File: src/wpm_pkg.sv
// Shared types and constants for the wildcard pattern matcher.
// No dependencies; imported by the cell and the top level.
package wpm_pkg;

   localparam int unsigned SYMBOL_W = 8;

   localparam logic [SYMBOL_W-1:0] STAR_CHAR  = 8'h2A;
   localparam logic [SYMBOL_W-1:0] QMARK_CHAR = 8'h3F;

   typedef enum logic [1:0] {
      FUNC_APPEND = 2'd0,
      FUNC_TEXT   = 2'd1,
      FUNC_START  = 2'd2,
      FUNC_CLEAR  = 2'd3
   } func_type;

   // One item as it travels down the cell chain.
   typedef struct packed {
      logic                valid;
      func_type            func;
      logic [SYMBOL_W-1:0] symbol;
      logic                new_bit;   // updated row bit of the upstream cell
      logic                old_bit;   // row bit of the upstream cell before this item
      logic                matched;
      logic                status;
      logic                has_rsp;
   } token_type;

endpackage

File: src/wpm_req_if.sv
// Request channel: valid/ready handshake carrying func and symbol.
// Standalone; no package dependency.
interface wpm_req_if;
   logic       valid;
   logic       ready;
   logic [1:0] func;
   logic [7:0] symbol;

   modport source (output valid, output func, output symbol, input ready);
   modport sink   (input valid, input func, input symbol, output ready);
endinterface

File: src/wpm_rsp_if.sv
// Response channel: valid/ready handshake carrying matched and status.
// Standalone; no package dependency.
interface wpm_rsp_if;
   logic valid;
   logic ready;
   logic matched;
   logic status;

   modport source (output valid, output matched, output status, input ready);
   modport sink   (input valid, input matched, input status, output ready);
endinterface

File: src/wpm_cell.sv
// One matcher cell: holds one row bit and one pattern byte.
// Depends on wpm_pkg; instantiated in a chain by the top level.
module wpm_cell
   import wpm_pkg::*;
#(
   parameter int unsigned INDEX = 0,
   parameter int unsigned LEN_W = 7
) (
   input  logic             clock,
   input  logic             reset,
   input  logic             advance,
   input  token_type        tok_i,
   input  logic [LEN_W-1:0] len_i,
   output token_type        tok_o,
   output logic [LEN_W-1:0] len_o
);

   localparam logic [LEN_W:0] IDX = (LEN_W+1)'(INDEX);

   logic                bit_ff, bit_in;
   logic [SYMBOL_W-1:0] pat_ff, pat_in;
   token_type           tok_ff, tok_in;
   logic [LEN_W-1:0]    len_ff;

   logic [LEN_W:0] len_x;
   logic           at_len, in_row, at_next, sym_hit;

   assign len_x   = {1'b0, len_i};
   assign at_len  = (IDX == len_x);
   assign in_row  = (IDX != '0) && (IDX <= len_x);
   assign at_next = (IDX == len_x + (LEN_W+1)'(1));
   assign sym_hit = (pat_ff == QMARK_CHAR) || (pat_ff == tok_i.symbol);

   always_comb begin
      bit_in = bit_ff;
      pat_in = pat_ff;
      tok_in = tok_i;
      if (tok_i.valid) begin
         case (tok_i.func)
            FUNC_APPEND: begin
               if (!tok_i.status && at_next) begin
                  bit_in = 1'b0;
                  pat_in = tok_i.symbol;
               end
            end
            FUNC_TEXT: begin
               if (IDX == '0) begin
                  bit_in = 1'b0;
               end else if (in_row) begin
                  if (pat_ff == STAR_CHAR) begin
                     bit_in = bit_ff | tok_i.new_bit;
                  end else if (sym_hit) begin
                     bit_in = tok_i.old_bit;
                  end else begin
                     bit_in = 1'b0;
                  end
               end
               if (at_len) begin
                  tok_in.matched = bit_in;
               end
            end
            FUNC_START: begin
               if (IDX == '0) begin
                  bit_in = 1'b1;
               end else if (in_row) begin
                  bit_in = tok_i.new_bit && (pat_ff == STAR_CHAR);
               end else begin
                  bit_in = 1'b0;
               end
               if (at_len) begin
                  tok_in.matched = bit_in;
               end
            end
            FUNC_CLEAR: begin
               bit_in = (IDX == '0);
            end
            default: begin
               bit_in = bit_ff;
            end
         endcase
      end
      tok_in.new_bit = bit_in;
      tok_in.old_bit = bit_ff;
   end

   always_ff @(posedge clock) begin
      if (reset) begin
         bit_ff <= (IDX == '0);
         tok_ff <= '0;
      end else if (advance) begin
         bit_ff <= bit_in;
         tok_ff <= tok_in;
      end
   end

   // pattern byte and length: no reset
   always_ff @(posedge clock) begin
      if (advance) begin
         pat_ff <= pat_in;
         len_ff <= len_i;
      end
   end

   assign tok_o = tok_ff;
   assign len_o = len_ff;

endmodule

File: src/wildcard_pattern_matcher_unit.sv
// Top level of the wildcard pattern matcher: request handling, length register,
// cell chain and response register. Depends on wpm_pkg, wpm_req_if, wpm_rsp_if, wpm_cell.

// Streams text against a stored wildcard pattern ('*' any run, '?' any one byte).
// Items: func 0 appends a pattern byte (status 1 if the store of MAX_PATTERN bytes
// is full), 1 feeds a text byte, 2 starts new text, 3 clears the pattern (no
// response). Every other func gives exactly one response; matched tells whether
// the text so far matches the whole pattern. Every item walks a chain of
// MAX_PATTERN+1 cells, one cell per cycle while the chain advances; cell 0 owns
// row bit 0 and each later cell one pattern byte and one bit of the match row, so
// one item is accepted every cycle while the response is not stalled. Its response
// passes through every cell in order and then the response register. A stalled
// response holds the whole chain; req ready drops only while the response
// register is full and not being taken.
module wildcard_pattern_matcher_unit
   import wpm_pkg::*;
#(
   parameter int unsigned MAX_PATTERN = 64
) (
   input  logic       clock,
   input  logic       reset,
   wpm_req_if.sink    req_chan,
   wpm_rsp_if.source  rsp_chan
);

   localparam int unsigned LEN_W  = $clog2(MAX_PATTERN + 1);
   localparam int unsigned NCELLS = MAX_PATTERN + 1;

   logic             advance;
   logic             req_fire;
   logic             full;
   func_type         req_func;
   logic [LEN_W-1:0] len_ff, len_in;

   token_type        tok_head;
   token_type        tok_chain [NCELLS+1];
   logic [LEN_W-1:0] len_chain [NCELLS+1];

   logic rsp_valid_ff, rsp_valid_in;
   logic matched_ff, status_ff;

   // Whole chain moves when the response slot is free or being drained.
   assign advance  = !rsp_valid_ff || rsp_chan.ready;
   assign req_chan.ready = advance;
   assign req_fire = req_chan.valid && advance;
   assign req_func = func_type'(req_chan.func);
   assign full     = (len_ff == LEN_W'(MAX_PATTERN));

   // Item entering cell zero; it sees the pattern length as of its arrival.
   always_comb begin
      tok_head.valid   = req_fire;
      tok_head.func    = req_func;
      tok_head.symbol  = req_chan.symbol;
      tok_head.new_bit = 1'b0;
      tok_head.old_bit = 1'b0;
      tok_head.matched = 1'b0;
      tok_head.status  = (req_func == FUNC_APPEND) && full;
      tok_head.has_rsp = (req_func != FUNC_CLEAR);
   end

   always_comb begin
      len_in = len_ff;
      if (req_fire) begin
         case (req_func)
            FUNC_APPEND: begin
               if (!full) begin
                  len_in = len_ff + LEN_W'(1);
               end
            end
            FUNC_CLEAR: len_in = '0;
            default:    len_in = len_ff;
         endcase
      end
   end

   always_ff @(posedge clock) begin
      if (reset) begin
         len_ff <= '0;
      end else begin
         len_ff <= len_in;
      end
   end

   assign tok_chain[0] = tok_head;
   assign len_chain[0] = len_ff;

   // Cell k owns row bit k and pattern byte k-1.
   for (genvar k = 0; k < NCELLS; k++) begin : g_cell
      wpm_cell #(
         .INDEX (k),
         .LEN_W (LEN_W)
      ) u_cell (
         .clock   (clock),
         .reset   (reset),
         .advance (advance),
         .tok_i   (tok_chain[k]),
         .len_i   (len_chain[k]),
         .tok_o   (tok_chain[k+1]),
         .len_o   (len_chain[k+1])
      );
   end

   // Response register at the chain tail; clear items drop out here.
   assign rsp_valid_in = tok_chain[NCELLS].valid && tok_chain[NCELLS].has_rsp;

   always_ff @(posedge clock) begin
      if (reset) begin
         rsp_valid_ff <= 1'b0;
      end else if (advance) begin
         rsp_valid_ff <= rsp_valid_in;
      end
   end

   always_ff @(posedge clock) begin
      if (advance) begin
         matched_ff <= tok_chain[NCELLS].matched;
         status_ff  <= tok_chain[NCELLS].status;
      end
   end

   assign rsp_chan.valid   = rsp_valid_ff;
   assign rsp_chan.matched = matched_ff;
   assign rsp_chan.status  = status_ff;

endmodule
File: src/flat_wrapper.sv
// flat-port wrapper written by rule: the top's interface ports become plain ports
module wildcard_pattern_matcher_unit_flat import wpm_pkg::*;
#(
   parameter int unsigned MAX_PATTERN = 64
)
  (clock, reset, req_chan_valid, req_chan_func, req_chan_symbol, req_chan_ready, rsp_chan_valid, rsp_chan_matched, rsp_chan_status, rsp_chan_ready);
  wpm_req_if req_chan_i ();
  wpm_rsp_if rsp_chan_i ();
  input  logic clock;
  input  logic reset;
  input wire logic [$bits(req_chan_i.valid)-1:0] req_chan_valid;
  input wire logic [$bits(req_chan_i.func)-1:0] req_chan_func;
  input wire logic [$bits(req_chan_i.symbol)-1:0] req_chan_symbol;
  output wire logic [$bits(req_chan_i.ready)-1:0] req_chan_ready;
  output wire logic [$bits(rsp_chan_i.valid)-1:0] rsp_chan_valid;
  output wire logic [$bits(rsp_chan_i.matched)-1:0] rsp_chan_matched;
  output wire logic [$bits(rsp_chan_i.status)-1:0] rsp_chan_status;
  input wire logic [$bits(rsp_chan_i.ready)-1:0] rsp_chan_ready;
  assign req_chan_i.valid = req_chan_valid;
  assign req_chan_i.func = req_chan_func;
  assign req_chan_i.symbol = req_chan_symbol;
  assign req_chan_ready = req_chan_i.ready;
  assign rsp_chan_valid = rsp_chan_i.valid;
  assign rsp_chan_matched = rsp_chan_i.matched;
  assign rsp_chan_status = rsp_chan_i.status;
  assign rsp_chan_i.ready = rsp_chan_ready;
  wildcard_pattern_matcher_unit #(.MAX_PATTERN(MAX_PATTERN)) u_core (.clock(clock), .reset(reset), .req_chan(req_chan_i), .rsp_chan(rsp_chan_i));
endmodule
File: config.mk
export PLATFORM = sky130hd
export DESIGN_NAME = wildcard_pattern_matcher_unit_flat
export DESIGN_NICKNAME = d
export VERILOG_FILES = /design/src/wpm_pkg.sv /design/src/wpm_req_if.sv /design/src/wpm_rsp_if.sv /design/src/wpm_cell.sv /design/src/wildcard_pattern_matcher_unit.sv /design/src/flat_wrapper.sv
export SDC_FILE = /design/constraint.sdc
export NUM_CORES = 2
export LEC_CHECK = 0
export BUFFER_PORTS_ARGS = -buffer_cell sky130_fd_sc_hd__buf_2
export CORE_MARGIN = 1
export CORE_UTILIZATION = 52
export CTS_CLUSTER_DIAMETER = 120
export DETAILED_ROUTE_END_ITERATION = 10
export MAX_ROUTING_LAYER = met4
export PLACE_DENSITY = 0.71
export SLEW_MARGIN = 0
export SYNTH_ARGS = -nofsm -noshare
export SYNTH_HDL_FRONTEND = slang
export SYNTH_SLANG_ARGS = --single-unit
export TNS_END_PERCENT = 100
File: constraint.sdc
create_clock -name clock -period 22.8 [get_ports clock]
set_clock_uncertainty 0.1 [all_clocks]
set_input_delay 1.14 -clock clock [delete_from_list [all_inputs] [get_ports clock]]
set_output_delay 1.14 -clock clock [all_outputs]
set_load 0.005 [all_outputs]
* Word-level counts from Yosys, hierarchy flattened
Cells that the tools add are included.
** Operators by class
- Eq/ne operators :: 582
- Mux-type cells :: 703
- Add/sub/neg operators :: 66
- Bitwise operators :: 64
- Magnitude comparators :: 64
- Reduce and logical (&&, ||, !) cells :: 461
** Operators with widths (number)
- == test 8 x 6 -> 1 bit, second input constant :: 128
- two-way mux 1 bit :: 572
- adder 7 x 1 -> 8 bit, second input constant :: 65
- == test 8 bit :: 64
- == test 2 bit, second input constant :: 130
- == test 6 x 8 -> 1 bit, first input constant :: 32
- case mux 1 bit (4 select lines) :: 64
- AND reduction 4 bit :: 64
- == test 6 x 7 -> 1 bit, first input constant :: 32
- <= comparator 6 x 7 -> 1 bit, first input constant :: 32
- AND reduction 3 bit :: 65
- logical AND 1 bit :: 132
- != test 2 bit, second input constant :: 66
- == test 2 x 1 -> 1 bit, second input constant :: 65
- zero test 2 bit :: 65
- == test 5 x 8 -> 1 bit, first input constant :: 16
- case mux 1 bit (2 select lines) :: 64
- == test 5 x 7 -> 1 bit, first input constant :: 16
- <= comparator 5 x 7 -> 1 bit, first input constant :: 16
- zero test 1 bit :: 66
- logical OR 1 bit :: 65
- == test 4 x 8 -> 1 bit, first input constant :: 8
- bitwise OR 1 bit :: 64
- == test 4 x 7 -> 1 bit, first input constant :: 8
- 21 further kinds :: 41
** Storage, ports and cells
- Flip-flop bits (word level) :: 2000
- Output and inout port bits :: 4
- Input port bits :: 14

* Depth between registers and ports, before layout
- Depth in word-level cells :: 8
- Mapped depth :: 10
- Gate-level depth less buffers :: 8

* Worst setup path after synthesis
Ideal clock, no wire load.
- Path type :: in2reg
- From :: input port rsp_chan_ready
- To :: register u_core.g_cell[16].u_cell.pat_ff[0] (enable)
- Arrival :: 15.754 ns
- Path buffers :: 5
- Setup time :: 0.380 ns
- Path slack :: 6.566 ns
- Cell stages on the path :: 9
- Required time :: 22.320 ns
- Cell sequence :: nor2b_1 > buf_2 > inv_2 > buf_2 > buf_2 > clkbuf_1 > clkbuf_1 > nand3_1 > nor2_1
** On the way
- Longest elaborated chain between the ends :: 2
** RTL lines
- from (decl) :: line flat_wrapper.sv:18 : input wire logic [$bits(rsp_chan_i.ready)-1:0] rsp_chan_ready;
- logical OR 1 bit :: line wildcard_pattern_matcher_unit.sv:43 : assign advance = !rsp_valid_ff || rsp_chan.ready;
- via req_chan_ready :: line flat_wrapper.sv:14 : output wire logic [$bits(req_chan_i.ready)-1:0] req_chan_ready;
- AND reduction 4 bit (no source line)
- to (signal assigned) :: line wpm_cell.sv:99 : pat_ff <= pat_in;
- to (decl) :: line wpm_cell.sv:21 : logic [SYMBOL_W-1:0] pat_ff, pat_in;
The timed path passes the listed nets, and every way through them passes these cells.
A chain may end at the register's enable or synchronous reset.

* Final worst setup path
- From :: input port rsp_chan_ready
- To :: output port req_chan_ready
** On the way
- Longest elaborated chain between the ends :: 1
** RTL lines (line)
- logical OR 1 bit :: wildcard_pattern_matcher_unit.sv:43
- to (decl) :: flat_wrapper.sv:14
Every way passes these cells.

==> flow_metrics.py <==
metrics = {
    "status": {
        "status": "complete, no violations",
    },
    "logic_synthesis": {
        "syn_nets": 8359,
        "ys_seq_area_share_pct": 59.83,
        "syn_inst": 8146,
        "synthFlopType": "dfxtp_1",
        "async_flop_share_pct": 0,
        "ys_warn_count": 0,
        "syn_area_per_cell_um2": 10.19,
        "ys_ff_latch": 2000,
        "synthTopCellsByArea": "edfxtp_1, dfxtp_1, nand2_1, a21oi_1, xnor2_1",
        "synth_edf_count": 962,
        "synth.most_common_cell": "nand2_1",
        "yosysTopAreaCellShare_pct": 34.80,
        "syn-cell-area_mm2": 0.08301,
        "yosysUniqueCellTypes": 83,
        "synthTopCellsByCount": "nand2_1, a21oi_1, dfxtp_1",
        "synth_area_leader_cell": "edfxtp_1",
    },
    "sta": {
        "slew_headroom_pct": 21.96,
        "drv_slew": 0,
        "rsz0062_at_grt": "no",
        "tns_ns": 0,
        "fmaxAchievable_ghz": 0.2030,
        "min_period_over_period_pct": 21.60,
        "final-setup-viol-count": 0,
        "tightest_slew_ns": 1.162,
        "hold_violations": 0,
        "fin_crit_ns": 4.926,
    },
    "cts": {
        "path_clk_slew_ns": 0.06,
        "clockBufferDepth": 3,
        "post_cts_resized": 0,
        "clock-sinks": 2000,
        "cts_tree": "built",
        "hold_buffers": 0,
        "clk_latency_ns": 0.82,
        "h-tree-depth": 4,
        "numCtsBuffers": 193,
        "postCtsSetupBuffers": 0,
        "cts-root-buf": "clkbuf_16",
    },
    "finish": {
        "area_delta_synth_final_pct": 9.940,
        "postLayoutCoreUtil_pct": 57.62,
        "layout.nets": 8272,
        "diodes": 0,
        "drive_above_1_share_pct": 5.261,
    },
    "worst_setup_path": {
        "setup.worst_path.class": "primary input to output port",
        "crit_arrival_ns": 3.69,
        "crit_slowest_cell": "buf_4",
        "worstSetupStartpointType": "primary input",
        "critPathCaptureType": "output port",
        "cpPeakStageDelay_ns": 0.83,
        "cp_max_fo": 127,
        "path_cells": "buf_2 -> nor2b_4 -> inv_8 -> buf_4 -> buf_4 -> buf_2",
        "crit_required_ns": 21.56,
        "cp_top_family": "buffers and inverters",
        "critPathBufInv": 5,
    },
    "grt": {
        "grt_pass1_vias": 56710,
        "antenna_found_initial": 0,
        "grt_max_degree": 200,
        "grt.total_usage_pct": 21.46,
        "grt_first_pass_wirelength_um": 283300,
        "grt-ovfl-total": 0,
    },
    "placed_design": {
        "numPortBuffers": 17,
        "hpwl_um": 109600,
        "gp_congestion": 0.8327,
    },
    "floorplanning": {
        "die-area_mm2": 0.1612,
        "start_util_pct": 52.41,
        "core-area_mm2": 0.1584,
        "die_y_um": 401.6,
        "ios": 18,
        "num_rows": 146,
        "dieWidth_um": 401.6,
    },
    "power": {
        "pwr-share-clk_pct": 45.7,
        "p_int_uw": 5677,
        "pwr-share-comb_pct": 1.0,
        "seq_power_share_pct": 53.2,
        "power_switching_uw": 1441,
        "p_leak_uw": 0.03083,
        "switching_share_pct": 20.25,
        "ir_worst_vdd_mv": 0.06380,
        "powerDensity_mw_per_mm2": 78.00,
    },
    "min_path": {
        "hp-class": "register to register",
    },
    "route": {
        "wl_um": 170900,
        "vias": 58430,
        "drtAntennaViolNets": 0,
        "drtIter0Drc": 4546,
        "dr.pass1.iters": 6,
        "wl_per_cell_um": 16.59,
        "viasPerCell": 5.672,
        "drc": 0,
    },
    "run": {
        "drv_cap": 0,
    },
}
sequential cells by signal (all words and copies together), names as in the netlist:
signal and flops:
u_core.g_cell.u_cell.bit_ff 10, u_core.g_cell.u_cell.len_o 448, u_core.g_cell.u_cell.pat_ff 512, u_core.g_cell.u_cell.tok_o 1020, u_core.len_ff 7, u_core.rsp_chan.matched 1
u_core.rsp_chan.status 1, u_core.rsp_chan.valid 1
worst paths after layout:
kind / from / endpoint / slack (ns) / cells after the start
min: u_core.g_cell[62].u_cell.len_o[2]$_DFFE_PN_ / u_core.g_cell[63].u_cell.len_o[2]$_DFFE_PN_ / 0.34 / 0
max reg2reg: u_core.rsp_chan.valid$_SDFFE_PP0N_ / u_core.g_cell[3].u_cell.tok_o[4]$_SDFFE_PP0P_ / 18.12 / 9
min reg2reg: u_core.g_cell[62].u_cell.len_o[2]$_DFFE_PN_ / u_core.g_cell[63].u_cell.len_o[2]$_DFFE_PN_ / 0.34 / 0
max: rsp_chan_ready / req_chan_ready / 17.87 / 6
power groups by stage:
| stage | clock, µW | sequential, µW | combinational (µW) |
|---|---|---|---|
| 2_1_floorplan | 0 | 3860 | 51.1 |
| 3_3_place_gp | 0 | 3870 | 70.4 |
| 3_5_place_dp | 0 | 3870 | 71.7 |
| 4_1_cts | 3320 | 3790 | 71.9 |
| 5_1_grt | 3460 | 3790 | 78.8 |
| 6_report | 3260 | 3790 | 71.8 |
logic make-up after synthesis:
family | count (synthesis) | synth area share [%]
DFF | 2000 | 59.83
xor gates and xnor gates | 514 | 5.423
AOI/OAI and AO/OA | 1691 | 11.75
muxes | 9 | 0.1130
buffers and inverters | 540 | 2.540
adders and majority gates | 199 | 2.999
and+or+nand+nor | 3193 | 17.34
placed cells by master (no fill, tap or decap), types with 20 or more instances in the layout:
master and count:
a31oi_1 36, dfxtp_1 1038, clkinv_1 24, nor4b_1 24
nor4_1 92, or3_1 57, o211ai_1 30, clkbuf_1 41
nand4_1 142, edfxtp_1 962, o21ai_0 200, inv_1 196
nand2_1 1998, clkbuf_16 198, xnor2_1 334, o31ai_1 20
and3_1 46, a21boi_0 23, a21o_1 32, clkinv_2 32
or4_1 70, nor2_1 218, nor3_1 99, nand3_1 255
xor2_1 180, nor2b_1 20, nand2b_1 28, a21oi_1 1076
buf_4 40, clkbuf_8 28, o32ai_1 28, ha_1 199
or2_2 26
area by class of cell:
type                    count  area, µm²
flip-flops and latches   2000      49670
repair buffers             60      455.4
multi-input cells        5606      31260
clock buffers             267       5494
well taps                2072       2592
fillers                 12950      67120
inverters                 198      750.7
clock inverters            99       1045
metal layers:
layer | up-vias | track usage (%) | part of all wire (%) | routed length (µm)
li1 | 28620 | - | - | -
met2 | 1160 | 34.25 | 47 | 80700
met5 | - | - | 0 | 0
met3 | 248 | 2.892 | 4.4 | 7544
met1 | 28410 | 28.94 | 47 | 79540
met4 | 0 | 5.424 | 1.8 | 3090
through the flow:
step	instances	area (µm²)	setup slack [ns]	total power, µW	hold slack (ns)
2_1_floorplan	8146	83010	6.566	3908	0.3029
3_5_place_dp	9936	84730	17.33	3939	0.3180
6_report	10300	91260	17.87	7118	0.3396
5_1_grt	10300	91260	17.67	7328	0.3462
4_1_cts	10300	91260	17.80	7177	0.3340
3_3_place_gp	9936	84730	17.34	3937	0.3156
Power figures use the tool's default switching activity.
